[src/rtl/assert_macros.svh]
// Assertion helpers shared by the date difference RTL.
// Both macros expand to nothing when SYNTHESIS is defined.
`ifndef ASSERT_MACROS_SVH
`define ASSERT_MACROS_SVH

`ifndef SYNTHESIS
// Check a property on every rising clock edge outside reset.
`define ASSERT_PROP(lbl, clk, rst_n, prop) \
    lbl: assert property (@(posedge clk) disable iff (!rst_n) prop) \
        else $error("%m: property check failed");
// Flag a condition that must never be true outside reset.
`define ASSERT_NEVER(lbl, clk, rst_n, cond) \
    lbl: assert property (@(posedge clk) disable iff (!rst_n) !(cond)) \
        else $error("%m: forbidden condition seen");
`else
`define ASSERT_PROP(lbl, clk, rst_n, prop)
`define ASSERT_NEVER(lbl, clk, rst_n, cond)
`endif

`endif

[src/rtl/sdd_pkg.sv]
`timescale 1ns / 1ps
package sdd_pkg;

    localparam logic [11:0] YEAR_MAX   = 12'd2999;
    localparam logic [3:0]  MONTH_MAX  = 4'd12;
    localparam logic [3:0]  MONTH_FEB  = 4'd2;
    localparam logic [4:0]  FEB_LEAP   = 5'd29;

    // floor(x / 100) for x below 4096 as (x * DIV100_MUL) >> DIV100_SH
    localparam logic [12:0] DIV100_MUL = 13'd5243;
    localparam int          DIV100_SH  = 19;
    localparam int          PROD_W     = 25;

    localparam int DN_W   = 21;   // day number since 0001-01-01
    localparam int DIFF_W = 22;   // signed day difference

    localparam int QDEPTH = 2;
    localparam int QAW    = $clog2(QDEPTH);

    // One date after checking, ready for the day-number sum.
    typedef struct packed {
        logic [11:0] prev_year;   // year - 1
        logic [4:0]  cent;        // floor((year - 1) / 100)
        logic        late_leap;   // leap year and month past February
        logic [3:0]  month;
        logic [4:0]  day;
    } t_date_info;

    // One classified item, handed from the front to the back.
    typedef struct packed {
        logic       bad;
        logic       end_day;
        t_date_info date_a;
        t_date_info date_b;
    } t_cls;

endpackage

[src/rtl/sdd_front.sv]
`timescale 1ns / 1ps
`include "assert_macros.svh"
module sdd_front (
    input  logic         i_clk,
    input  logic         i_rst_n,
    input  logic         i_valid,
    output logic         o_ready,
    input  logic [11:0]  i_year_a,
    input  logic [3:0]   i_month_a,
    input  logic [4:0]   i_day_a,
    input  logic [11:0]  i_year_b,
    input  logic [3:0]   i_month_b,
    input  logic [4:0]   i_day_b,
    input  logic         i_end_day,
    output logic         o_valid,
    input  logic         i_ready,
    output sdd_pkg::t_cls o_cls
);

    logic          r_valid;
    sdd_pkg::t_cls r_cls;
    sdd_pkg::t_cls n_cls;
    logic          w_ok_a;
    logic          w_ok_b;

    function automatic logic [4:0] f_month_len(input logic [3:0] m, input logic leap);
        logic [4:0] len;
        unique case (m)
            4'd1, 4'd3, 4'd5, 4'd7, 4'd8, 4'd10, 4'd12: len = 5'd31;
            4'd4, 4'd6, 4'd9, 4'd11:                    len = 5'd30;
            sdd_pkg::MONTH_FEB: len = leap ? sdd_pkg::FEB_LEAP : 5'd28;
            default:            len = 5'd0;
        endcase
        return len;
    endfunction

    // Leap test without a divider: a year is a century year exactly when
    // floor(y/100) and floor((y-1)/100) differ.
    function automatic sdd_pkg::t_date_info f_info(input logic [11:0] y,
                                                   input logic [3:0] m,
                                                   input logic [4:0] d);
        sdd_pkg::t_date_info info;
        logic [11:0]                 p;
        logic [sdd_pkg::PROD_W-1:0]  prod_y;
        logic [sdd_pkg::PROD_W-1:0]  prod_p;
        logic [5:0]                  qy;
        logic [5:0]                  qp;
        logic                        leap;
        p      = y - 12'd1;
        prod_y = sdd_pkg::PROD_W'(y) * sdd_pkg::PROD_W'(sdd_pkg::DIV100_MUL);
        prod_p = sdd_pkg::PROD_W'(p) * sdd_pkg::PROD_W'(sdd_pkg::DIV100_MUL);
        qy     = prod_y[sdd_pkg::DIV100_SH +: 6];
        qp     = prod_p[sdd_pkg::DIV100_SH +: 6];
        leap   = ((y[1:0] == 2'b00) && (qy == qp)) || ((qy != qp) && (qy[1:0] == 2'b00));
        info.prev_year = p;
        info.cent      = qp[4:0];
        info.late_leap = leap && (m > sdd_pkg::MONTH_FEB);
        info.month     = m;
        info.day       = d;
        return info;
    endfunction

    function automatic logic f_ok(input logic [11:0] y, input logic [3:0] m,
                                  input logic [4:0] d);
        logic [11:0]                p;
        logic [sdd_pkg::PROD_W-1:0] prod_y;
        logic [sdd_pkg::PROD_W-1:0] prod_p;
        logic                       cent_year;
        logic                       leap;
        p         = y - 12'd1;
        prod_y    = sdd_pkg::PROD_W'(y) * sdd_pkg::PROD_W'(sdd_pkg::DIV100_MUL);
        prod_p    = sdd_pkg::PROD_W'(p) * sdd_pkg::PROD_W'(sdd_pkg::DIV100_MUL);
        cent_year = prod_y[sdd_pkg::DIV100_SH +: 6] != prod_p[sdd_pkg::DIV100_SH +: 6];
        leap      = cent_year ? (prod_y[sdd_pkg::DIV100_SH +: 2] == 2'b00)
                              : (y[1:0] == 2'b00);
        return (y != 12'd0) && (y <= sdd_pkg::YEAR_MAX) && (m != 4'd0)
            && (m <= sdd_pkg::MONTH_MAX) && (d != 5'd0) && (d <= f_month_len(m, leap));
    endfunction

    always_comb begin
        w_ok_a         = f_ok(i_year_a, i_month_a, i_day_a);
        w_ok_b         = f_ok(i_year_b, i_month_b, i_day_b);
        n_cls.bad      = !(w_ok_a && w_ok_b);
        n_cls.end_day  = i_end_day;
        n_cls.date_a   = f_info(i_year_a, i_month_a, i_day_a);
        n_cls.date_b   = f_info(i_year_b, i_month_b, i_day_b);
    end

    assign o_ready = !r_valid || i_ready;
    assign o_valid = r_valid;
    assign o_cls   = r_cls;

    always_ff @(posedge i_clk) begin
        if (!i_rst_n) begin
            r_valid <= 1'b0;
        end else if (o_ready) begin
            r_valid <= i_valid;
        end
    end

    always_ff @(posedge i_clk) begin
        if (o_ready && i_valid) begin
            r_cls <= n_cls;
        end
    end

    `ASSERT_PROP(a_front_hold, i_clk, i_rst_n,
                 (r_valid && !i_ready) |=> (r_valid && $stable(r_cls)))

endmodule

[src/rtl/sdd_queue.sv]
`timescale 1ns / 1ps
`include "assert_macros.svh"
module sdd_queue (
    input  logic          i_clk,
    input  logic          i_rst_n,
    input  logic          i_valid,
    output logic          o_ready,
    input  sdd_pkg::t_cls i_cls,
    output logic          o_valid,
    input  logic          i_ready,
    output sdd_pkg::t_cls o_cls
);

    sdd_pkg::t_cls             r_mem [sdd_pkg::QDEPTH];
    logic [sdd_pkg::QAW-1:0]   r_wr_ptr;
    logic [sdd_pkg::QAW-1:0]   r_rd_ptr;
    logic [sdd_pkg::QAW:0]     r_count;
    logic                      w_push;
    logic                      w_pop;

    assign o_ready = r_count < (sdd_pkg::QAW+1)'(sdd_pkg::QDEPTH);
    assign o_valid = r_count != '0;
    assign o_cls   = r_mem[r_rd_ptr];
    assign w_push  = i_valid && o_ready;
    assign w_pop   = o_valid && i_ready;

    always_ff @(posedge i_clk) begin
        if (!i_rst_n) begin
            r_wr_ptr <= '0;
            r_rd_ptr <= '0;
            r_count  <= '0;
        end else begin
            if (w_push) begin
                r_wr_ptr <= (r_wr_ptr == sdd_pkg::QAW'(sdd_pkg::QDEPTH - 1)) ? '0
                                                                           : r_wr_ptr + 1'b1;
            end
            if (w_pop) begin
                r_rd_ptr <= (r_rd_ptr == sdd_pkg::QAW'(sdd_pkg::QDEPTH - 1)) ? '0
                                                                           : r_rd_ptr + 1'b1;
            end
            if (w_push && !w_pop) begin
                r_count <= r_count + 1'b1;
            end else if (w_pop && !w_push) begin
                r_count <= r_count - 1'b1;
            end
        end
    end

    always_ff @(posedge i_clk) begin
        if (w_push) begin
            r_mem[r_wr_ptr] <= i_cls;
        end
    end

    `ASSERT_NEVER(a_queue_over, i_clk, i_rst_n,
                  r_count > (sdd_pkg::QAW+1)'(sdd_pkg::QDEPTH))
    `ASSERT_PROP(a_queue_fill, i_clk, i_rst_n,
                 (w_push && !w_pop) |=> (r_count == $past(r_count) + 1'b1))

endmodule

[src/rtl/sdd_back.sv]
`timescale 1ns / 1ps
`include "assert_macros.svh"
module sdd_back (
    input  logic                          i_clk,
    input  logic                          i_rst_n,
    input  logic                          i_valid,
    output logic                          o_ready,
    input  sdd_pkg::t_cls                 i_cls,
    output logic                          o_valid,
    input  logic                          i_ready,
    output logic [sdd_pkg::DIFF_W-1:0]    o_diff,
    output logic                          o_bad
);

    logic                         r_a_valid;
    logic                         r_a_bad;
    logic                         r_a_end;
    logic [sdd_pkg::DN_W-1:0]     r_a_dn1;
    logic [sdd_pkg::DN_W-1:0]     r_a_dn2;
    logic                         r_o_valid;
    logic                         r_o_bad;
    logic [sdd_pkg::DIFF_W-1:0]   r_o_diff;
    logic [sdd_pkg::DIFF_W-1:0]   w_raw;
    logic [sdd_pkg::DIFF_W-1:0]   n_o_diff;
    logic                         w_adv;

    function automatic logic [8:0] f_days_before(input logic [3:0] m);
        logic [8:0] n;
        unique case (m)
            4'd1:    n = 9'd0;
            4'd2:    n = 9'd31;
            4'd3:    n = 9'd59;
            4'd4:    n = 9'd90;
            4'd5:    n = 9'd120;
            4'd6:    n = 9'd151;
            4'd7:    n = 9'd181;
            4'd8:    n = 9'd212;
            4'd9:    n = 9'd243;
            4'd10:   n = 9'd273;
            4'd11:   n = 9'd304;
            4'd12:   n = 9'd334;
            default: n = 9'd0;
        endcase
        return n;
    endfunction

    function automatic logic [sdd_pkg::DN_W-1:0] f_day_num(input sdd_pkg::t_date_info di);
        logic [sdd_pkg::DN_W-1:0] n;
        n = sdd_pkg::DN_W'(di.prev_year) * sdd_pkg::DN_W'(365)
          + sdd_pkg::DN_W'(di.prev_year[11:2])
          - sdd_pkg::DN_W'(di.cent)
          + sdd_pkg::DN_W'(di.cent[4:2])
          + sdd_pkg::DN_W'(f_days_before(di.month))
          + sdd_pkg::DN_W'(di.late_leap)
          + sdd_pkg::DN_W'(di.day);
        return n;
    endfunction

    // The whole back pipeline moves together whenever the output slot frees.
    assign w_adv   = !r_o_valid || i_ready;
    assign o_ready = w_adv;
    assign o_valid = r_o_valid;
    assign o_diff  = r_o_diff;
    assign o_bad   = r_o_bad;

    always_comb begin
        w_raw = sdd_pkg::DIFF_W'(r_a_dn2) - sdd_pkg::DIFF_W'(r_a_dn1);
        if (r_a_bad) begin
            n_o_diff = '0;
        end else if (!r_a_end) begin
            n_o_diff = w_raw;
        end else if (r_a_dn2 >= r_a_dn1) begin
            n_o_diff = w_raw + 1'b1;
        end else begin
            n_o_diff = w_raw - 1'b1;
        end
    end

    always_ff @(posedge i_clk) begin
        if (!i_rst_n) begin
            r_a_valid <= 1'b0;
            r_o_valid <= 1'b0;
        end else if (w_adv) begin
            r_a_valid <= i_valid;
            r_o_valid <= r_a_valid;
        end
    end

    always_ff @(posedge i_clk) begin
        if (w_adv) begin
            r_a_bad  <= i_cls.bad;
            r_a_end  <= i_cls.end_day;
            r_a_dn1  <= f_day_num(i_cls.date_a);
            r_a_dn2  <= f_day_num(i_cls.date_b);
            r_o_bad  <= r_a_bad;
            r_o_diff <= n_o_diff;
        end
    end

    `ASSERT_PROP(a_back_stall, i_clk, i_rst_n,
                 (r_a_valid && !w_adv) |=> (r_a_valid && $stable(r_a_dn1) && $stable(r_a_dn2)))
    `ASSERT_PROP(a_bad_zero, i_clk, i_rst_n,
                 (w_adv && r_a_valid && r_a_bad) |=> (r_o_valid && r_o_bad && (r_o_diff == '0)))

endmodule

[src/rtl/signed_date_difference_days_top.sv]
// Signed Gregorian date difference. Throughput one pair of dates per cycle while
// m_axis_tready holds high; an output stall freezes the back pipeline, fills the queue and
// then drops s_axis_tready. Stages: front check, a 2-entry queue, day number, difference.
// Synchronous active-low reset empties the front stage, the queue and the back pipeline.
`timescale 1ns / 1ps
module signed_date_difference_days_top (
    input  logic        i_clk,
    input  logic        i_rst_n,
    // Input stream
    input  logic        s_axis_tvalid,
    output logic        s_axis_tready,
    // [11:0] first_year, [15:12] first_month, [20:16] first_day,
    // [32:21] second_year, [36:33] second_month, [41:37] second_day, [47:42] zero
    input  logic [47:0] s_axis_tdata,
    // [0] count_end_day
    input  logic        s_axis_tuser,
    // Output stream
    output logic        m_axis_tvalid,
    input  logic        m_axis_tready,
    // [21:0] day_difference (two's complement), [23:22] zero
    output logic [23:0] m_axis_tdata,
    // [0] bad_date
    output logic        m_axis_tuser
);

    // Front to queue
    logic          w_f_valid;
    logic          w_f_ready;
    sdd_pkg::t_cls w_f_cls;
    // Queue to back
    logic          w_q_valid;
    logic          w_q_ready;
    sdd_pkg::t_cls w_q_cls;

    logic [sdd_pkg::DIFF_W-1:0] w_diff;

    // Front: check both dates and precompute leap and century terms.
    sdd_front u_front (
        .i_clk     (i_clk),
        .i_rst_n   (i_rst_n),
        .i_valid   (s_axis_tvalid),
        .o_ready   (s_axis_tready),
        .i_year_a  (s_axis_tdata[11:0]),
        .i_month_a (s_axis_tdata[15:12]),
        .i_day_a   (s_axis_tdata[20:16]),
        .i_year_b  (s_axis_tdata[32:21]),
        .i_month_b (s_axis_tdata[36:33]),
        .i_day_b   (s_axis_tdata[41:37]),
        .i_end_day (s_axis_tuser),
        .o_valid   (w_f_valid),
        .i_ready   (w_f_ready),
        .o_cls     (w_f_cls)
    );

    // Queue: decouple the front from output back-pressure.
    sdd_queue u_queue (
        .i_clk   (i_clk),
        .i_rst_n (i_rst_n),
        .i_valid (w_f_valid),
        .o_ready (w_f_ready),
        .i_cls   (w_f_cls),
        .o_valid (w_q_valid),
        .i_ready (w_q_ready),
        .o_cls   (w_q_cls)
    );

    // Back: form both day numbers, subtract, apply the end-day rule.
    sdd_back u_back (
        .i_clk   (i_clk),
        .i_rst_n (i_rst_n),
        .i_valid (w_q_valid),
        .o_ready (w_q_ready),
        .i_cls   (w_q_cls),
        .o_valid (m_axis_tvalid),
        .i_ready (m_axis_tready),
        .o_diff  (w_diff),
        .o_bad   (m_axis_tuser)
    );

    // Pad the difference to whole bytes.
    assign m_axis_tdata = {2'b00, w_diff};

endmodule

[config.mk]
export PLATFORM = sky130hd
export DESIGN_NAME = signed_date_difference_days_top
export DESIGN_NICKNAME = d
export VERILOG_FILES = /design/src/rtl/sdd_pkg.sv /design/src/rtl/sdd_front.sv /design/src/rtl/sdd_queue.sv /design/src/rtl/sdd_back.sv /design/src/rtl/signed_date_difference_days_top.sv
export VERILOG_INCLUDE_DIRS = /design/src /design/src/rtl
export SDC_FILE = /design/constraint.sdc
export NUM_CORES = 1
export LEC_CHECK = 0
export BUFFER_PORTS_ARGS = -buffer_cell sky130_fd_sc_hd__buf_4
export CAP_MARGIN = 20
export CORE_MARGIN = 1.5
export CORE_UTILIZATION = 33
export CTS_CLUSTER_SIZE = 10
export DETAILED_ROUTE_END_ITERATION = 8
export GPL_ROUTABILITY_DRIVEN = 0
export PLACE_DENSITY = 0.57
export SLEW_MARGIN = 25
export SYNTH_ARGS = -nofsm -noshare
export SYNTH_HDL_FRONTEND = slang
export SYNTH_SLANG_ARGS = --single-unit
[constraint.sdc]
create_clock -name i_clk -period 8.7 [get_ports i_clk]
set_clock_uncertainty 0.15 [all_clocks]
set_input_delay 1.305 -clock i_clk [delete_from_list [all_inputs] [get_ports i_clk]]
set_output_delay 1.305 -clock i_clk [all_outputs]
set_load 0.05 [all_outputs]
## Word-level counts from Yosys, hierarchy flattened

Memories as Yosys holds them, arrays and structs flattened. A register that Yosys moved wholly into a read port is not among the register bits.
Cells that the tools add are included.

- Bits in registers: 130
- Output and inout port bits: 27
- ROM bits: 288
- Memories: 3
- Bits in writable memories: 112

Memories:

| name | depth | width | read ports | clocked after memory_dff | wr ports | RTL line | text |
|---|---|---|---|---|---|---|---|
| (no name shown) | 16 | 9 | 1 | 0 | 0 | sdd_back.sv:29 | `unique case (m)` |
| (no name shown) | 16 | 9 | 1 | 0 | 0 | sdd_back.sv:29 |  |
| u_queue.r_mem | 2 | 56 | 1 | 1 | 1 | sdd_queue.sv:14 | `sdd_pkg::t_cls r_mem [sdd_pkg::QDEPTH];` |

- Reduce and logical (&&, ||, !) cells: 47
- Equal/unequal tests: 28
- Multiplexer cells: 18
- Magnitude comparators: 10
- Add/subtract/negate cells: 21
- Multipliers: 6

Operators with widths:

| operator | count |
|---|---|
| 12-bit by 13-bit multiplier with 25-bit output, second input constant | 4 |
| 22-bit 2-to-1 mux | 2 |
| 21-bit by 1-bit adder with 21-bit output | 2 |
| 21-bit by 10-bit adder with 21-bit output | 2 |
| 21-bit by 3-bit adder with 21-bit output | 2 |
| 21-bit by 5-bit adder with 21-bit output | 2 |
| 21-bit by 9-bit adder with 21-bit output | 2 |
| 12-bit by 9-bit multiplier with 21-bit output, second input constant | 2 |
| 21-bit by 5-bit subtractor with 21-bit output | 2 |
| 4-bit equality test, second input constant | 10 |
| 4-bit by 3-bit equality test with 1-bit output, second input constant | 8 |
| 5-bit one-hot mux with 3 select lines | 2 |
| 12-bit less-or-equal comparator, second input constant | 2 |
| 12-bit nonzero test | 2 |
| 12-bit by 1-bit subtractor with 12-bit output, second input constant | 2 |
| 22-bit by 1-bit adder with 22-bit output, second input constant | 1 |
| 1-bit logical AND | 22 |
| 21-bit by 21-bit subtractor with 22-bit output | 1 |
| 22-bit by 1-bit subtractor with 22-bit output, second input constant | 1 |
| 21-bit greater-or-equal comparator | 1 |
| 9-bit 2-to-1 mux | 2 |
| 4-bit by 2-bit equality test with 1-bit output, second input constant | 4 |
| 7-bit OR reduction | 2 |
| 6-bit equality test | 2 |
| other kinds (18) | 48 |

## Logic depth before layout (Yosys ltp)

- Depth in word-level cells: 10
- Gate-level depth with buffers: 43

## By module

Synthesis repeated with hierarchy kept, for this count alone.

- Cell total of the unflattened synthesis: 2913
- Area, all modules: 30805.8 µm²

Modules (own cells, without submodules):

| module | area an instance (µm²) | sequential area each (µm²) | cells an instance | instances |
|---|---|---|---|---|
| sdd_front | 13804.5 | 1701.6 | 1390 | 1 |
| sdd_back | 12705.9 | 2052.0 | 1323 | 1 |
| sdd_queue | 4276.6 | 3463.3 | 197 | 1 |
| signed_date_difference_days_top | 18.8 | 0.0 | 3 | 1 |

## Worst setup path after synthesis

OpenSTA, ideal clock, no wires.

- Kind: input port to flip-flop
- Start: input s_axis_tdata[21]
- End: register u_front.r_cls (netlist bit u_front.o_cls[55]) (data pin)
- Library setup time: 0.272 ns
- Arrival: 8.874 ns
- Path slack: -0.596 ns
- Path buffers: 1
- Stages: 42
- Cells stage by stage: clkbuf_1 > inv_1 > ha_1 > nand2_1 > nand2_1 > nand2_1 > a21boi_0 > nand2_1 > xnor2_1 > inv_1 > ha_1 > inv_1 > ha_1 > or2_2 > ha_1 > inv_1 > fa_1 > inv_1 > (+6 left out) > nor3_2 > o311ai_2 > o2111ai_2 > o211ai_2 > xnor2_4 > xnor2_1 > a211o_1 > a211oi_1 > a32oi_1 > o41ai_2 > ha_1 > nor2b_1 > o21a_1 > o21ai_0 > nand2b_1 > a21oi_1 > a31oi_1 > or4_1

RTL lines:

| what | RTL line | text |
|---|---|---|
| from (decl) | signed_date_difference_days_top.sv:14 | `input logic [47:0] s_axis_tdata,` |
| to (signal assigned) | sdd_front.sv:103 | `r_cls <= n_cls;` |
| to (decl) | sdd_front.sv:21 | `sdd_pkg::t_cls r_cls;` |

==> impl_metrics.prom <==
# TYPE chip_impl_metric gauge
chip_impl_info{name="run_status",value="complete, but fails checks"} 1
chip_impl_info{name="failed_checks",value="setup timing"} 1
chip_impl_metric{name="port-buffer-count",unit=""} 71
chip_impl_info{name="layout_commonest_cell",value="sky130_fd_sc_hd__inv_1"} 1
chip_impl_info{name="clock_tree_from_tritoncts",value="done"} 1
chip_impl_info{name="synth_top_cells_by_area",value="sky130_fd_sc_hd__edfxtp_1, sky130_fd_sc_hd__ha_1, sky130_fd_sc_hd__fa_1"} 1
chip_impl_metric{name="n_fill_cell",unit=""} 8746
chip_impl_info{name="clock-root-buffer",value="sky130_fd_sc_hd__clkbuf_16"} 1
chip_impl_info{name="worstSetupPathType",value="primary input to flip-flop"} 1
chip_impl_metric{name="cp_data_arrival_time",unit="ns"} 8.86
chip_impl_info{name="rsz0062_at_grt",value="true"} 1
chip_impl_metric{name="fp.dieH",unit="microns"} 302
chip_impl_metric{name="placed_cell_area",unit="sq mm"} 0.0330
chip_impl_metric{name="multi_input_area",unit="sq mm"} 0.0201
chip_impl_metric{name="ant_nets",unit=""} 0
chip_impl_info{name="min-delay-path-class",value="flip-flop to flip-flop"} 1
chip_impl_info{name="synthFlopType",value="sky130_fd_sc_hd__edfxtp_1"} 1
chip_impl_metric{name="detail_route.first_pass.iterations",unit=""} 7
chip_impl_metric{name="clock_sinks",unit=""} 243
chip_impl_metric{name="synth_mux_area_frac",unit=""} 0.0263
chip_impl_metric{name="timing_max_transition_violations_final",unit=""} 0
chip_impl_info{name="critPathMostFrequentCell",value="sky130_fd_sc_hd__ha_4"} 1
chip_impl_metric{name="final_net_count",unit=""} 3919
chip_impl_info{name="most_frequent_cells_in_the_layout",value="sky130_fd_sc_hd__inv_1, sky130_fd_sc_hd__ha_1, sky130_fd_sc_hd__fa_1"} 1
chip_impl_metric{name="drv_cap",unit=""} 0
chip_impl_info{name="critical-path-slowest-cell",value="sky130_fd_sc_hd__fa_1"} 1
chip_impl_metric{name="clkSlewWorstSetupHoldPaths",unit="ns"} 0.05
chip_impl_metric{name="ys_seq_elements",unit=""} 243
chip_impl_info{name="post-synth-top-area-cell",value="sky130_fd_sc_hd__edfxtp_1"} 1
chip_impl_metric{name="floorplan.io_pins",unit=""} 80
chip_impl_metric{name="design_area",unit="sq mm"} 0.0341
chip_impl_metric{name="fp.coreArea",unit="sq mm"} 0.0884
chip_impl_metric{name="dr_total_vias",unit=""} 18424
chip_impl_metric{name="synthesis.yosys.warnings",unit=""} 0
chip_impl_metric{name="synth-compound-area-share",unit=""} 0.0779
chip_impl_metric{name="hold_violations",unit=""} 0
chip_impl_metric{name="post_synth_adder_cell_area",unit=""} 0.468
chip_impl_info{name="path_delay_family",value="adder cells"} 1
chip_impl_info{name="hp-start",value="u_front.o_cls[2]"} 1
chip_impl_info{name="setup.worst_path.start",value="s_axis_tdata[22]"} 1
chip_impl_metric{name="sequential_cell_area",unit="sq mm"} 0.00722
chip_impl_metric{name="relSlewSlack",unit=""} 0.330
chip_impl_metric{name="max_slew.worst_pin.slew",unit="ns"} 1.01
chip_impl_metric{name="total_die_area",unit="sq mm"} 0.0911
chip_impl_metric{name="gr-total-overflow",unit=""} 0
chip_impl_metric{name="grt_start_max_net_pins",unit=""} 69
chip_impl_metric{name="first_global_vias",unit=""} 19582
chip_impl_metric{name="post_drt_via_cell_ratio",unit=""} 4.45
chip_impl_metric{name="cts-htree-levels",unit=""} 1
chip_impl_metric{name="mappedNetlistArea",unit="sq mm"} 0.0295
chip_impl_metric{name="cp_slowest_stage_delay",unit="ns"} 0.50
chip_impl_metric{name="drc_errors",unit=""} 0
chip_impl_metric{name="crit_path_max_fanout",unit=""} 3
chip_impl_metric{name="fin_crit_sh",unit=""} 1.00
chip_impl_metric{name="drt_iter0_drc",unit=""} 602
chip_impl_metric{name="synth_enable_flop_cells",unit=""} 235
chip_impl_metric{name="worst-endpoint-required",unit="ns"} 8.86
chip_impl_metric{name="final_critical_path_setup_slack",unit="ns"} -0.00428
chip_impl_metric{name="first_pass_grt_wire_length",unit="microns"} 99900
chip_impl_info{name="critical_path.endpoint_type",value="flip-flop"} 1
chip_impl_metric{name="dp_hpwl",unit="microns"} 50900
chip_impl_metric{name="seq_area_frac_synth",unit=""} 0.245
chip_impl_metric{name="fmax",unit="GHz"} 0.115
chip_impl_metric{name="antennaDiodeCount",unit=""} 0
chip_impl_metric{name="setup_viol",unit=""} 1
chip_impl_metric{name="area_share_of_the_leading_cell_type_in_the_synthesized_netlist",unit=""} 0.239
chip_impl_metric{name="antenna_violations_before_repair",unit=""} 1
chip_impl_metric{name="clock_tree.buffer_depth",unit=""} 3
chip_impl_metric{name="totalWireLength",unit="microns"} 59000
chip_impl_metric{name="die_w",unit="microns"} 302
chip_impl_metric{name="asyncSetResetFlopFracSynth",unit=""} 0
chip_impl_metric{name="floorplan.initialDensity",unit=""} 0.334
chip_impl_metric{name="cts_made_buffers",unit=""} 31
chip_impl_metric{name="drive_gt1_frac",unit=""} 0.137
chip_impl_metric{name="syn-instance-count",unit=""} 2688
chip_impl_metric{name="routedWlPerCell",unit="microns"} 14.2
chip_impl_info{name="start_kind",value="primary input"} 1
chip_impl_metric{name="pre_cts_ws",unit="ns"} -0.817
chip_impl_metric{name="synth.avg_cell_area",unit="sq um"} 11.0
chip_impl_metric{name="post_synth_xor_area_fraction",unit=""} 0.0418
chip_impl_metric{name="synthDistinctLibCells",unit=""} 82
chip_impl_metric{name="grtUsageTotal",unit=""} 0.135
chip_impl_info{name="synth_top_family_by_area",value="adder cells"} 1
chip_impl_metric{name="num_rows",unit=""} 109
chip_impl_metric{name="postCtsHoldBufs",unit=""} 0
chip_impl_metric{name="area_growth",unit="%"} 15.5
chip_impl_metric{name="critical_path_buf_inv_count",unit=""} 8
chip_impl_metric{name="clk-insertion-delay-late",unit="ns"} 0.58
chip_impl_metric{name="finalWorstPathRequiredPeriod",unit="ns"} 8.70
chip_impl_metric{name="synthSimpleGateAreaFrac",unit=""} 0.0545
## layout make-up
class / count / area share
clock buffers: 34 / 0.0231
clock inverters: 9 / 0.00209
inverters: 660 / 0.0731
multi-input cells: 1771 / 0.589
flip-flops and latches: 243 / 0.212
well taps: 1165 / 0.0428
repair buffers: 260 / 0.0579
## path summary, 6_finish.rpt
kind / cells past startpoint / end / slack, ns
worst max-delay path: 45 / u_front.o_cls[55] / -0.004
worst min-delay path: 0 / u_queue.r_mem[0][2] / 0.28
worst max register to register: 24 / u_back.r_a_dn2[20] / 1.32
worst min register to register: 0 / u_queue.r_mem[0][2] / 0.28
## cells by family after synthesis
| family | Yosys count |
|---|---|
| fa+ha+maj | 899 |
| buf+inv | 675 |
| simple gates | 335 |
| compound gates | 329 |
| flops | 243 |
| xor+xnor | 132 |
| mux | 74 |
| other cells | 1 |
## through the flow
step	TNS, ns	hold WS (ns)	utilization	instances
after detailed placement	-0.817	0.279	0.373	4094
after floorplan	0	0.271	-	2689
final	-0.00428	0.285	0.385	4142
after global routing	-0.392	0.297	0.385	4142
after CTS	-0.0649	0.291	0.384	4142
after global placement	-0.684	0.273	0.373	4094
## Yosys cell counts (8+ instances only)
master	number
sky130_fd_sc_hd__inv_1	659
sky130_fd_sc_hd__ha_1	559
sky130_fd_sc_hd__fa_1	340
sky130_fd_sc_hd__edfxtp_1	235
sky130_fd_sc_hd__nor2_1	101
sky130_fd_sc_hd__a21oi_1	92
sky130_fd_sc_hd__xnor2_1	91
sky130_fd_sc_hd__nand2_1	81
sky130_fd_sc_hd__mux2i_1	56
sky130_fd_sc_hd__o21ai_0	49
sky130_fd_sc_hd__xor2_1	36
sky130_fd_sc_hd__nor3_1	30
sky130_fd_sc_hd__a21o_1	24
sky130_fd_sc_hd__o21a_1	24
sky130_fd_sc_hd__a211oi_1	22
sky130_fd_sc_hd__nand3_1	20
sky130_fd_sc_hd__and3_1	18
sky130_fd_sc_hd__mux2_2	17
sky130_fd_sc_hd__nor2b_1	15
sky130_fd_sc_hd__a21boi_0	12
sky130_fd_sc_hd__and2_1	11
sky130_fd_sc_hd__clkbuf_1	11
sky130_fd_sc_hd__o211ai_1	11
sky130_fd_sc_hd__or3_1	11
sky130_fd_sc_hd__a31oi_1	10
sky130_fd_sc_hd__nand2b_1	10
sky130_fd_sc_hd__nand4_1	10
sky130_fd_sc_hd__o21ai_1	10
sky130_fd_sc_hd__or2_2	9
sky130_fd_sc_hd__dfxtp_1	8
## registers in the layout, indices dropped and copies added, names as in the netlist, named ones only
register          cells
u_back.o_diff        22
u_queue.r_rd_ptr      1
u_back.r_a_bad        1
u_back.r_a_dn2       21
u_back.r_a_valid      1
u_back.r_a_end        1
u_back.o_bad          1
u_queue.r_wr_ptr      1
u_back.r_a_dn1       21
u_front.o_valid       1
u_queue.r_mem       112
u_queue.r_count       2
u_back.o_valid        1
u_front.o_cls        56
## timing repair
item | 4_1_cts | 5_1_grt
buffers inserted | 5 | 0
endpoints found under the setup margin | 1 | 1
pin swaps | 24 | 19
gates resized for setup | 17 | 16
endpoints found under the hold margin | 0 | 0
## per-layer routing
metal / share of wire / GRT usage
met1: 0.50 / 0.195
met3: 0.028 / 0.0144
met4: 0.015 / 0.0196
met5: 0 / 0
met2: 0.46 / 0.224
Power is not shown: default switching activity piles up to over one toggle a cycle in this logic, so the estimate is an artifact.
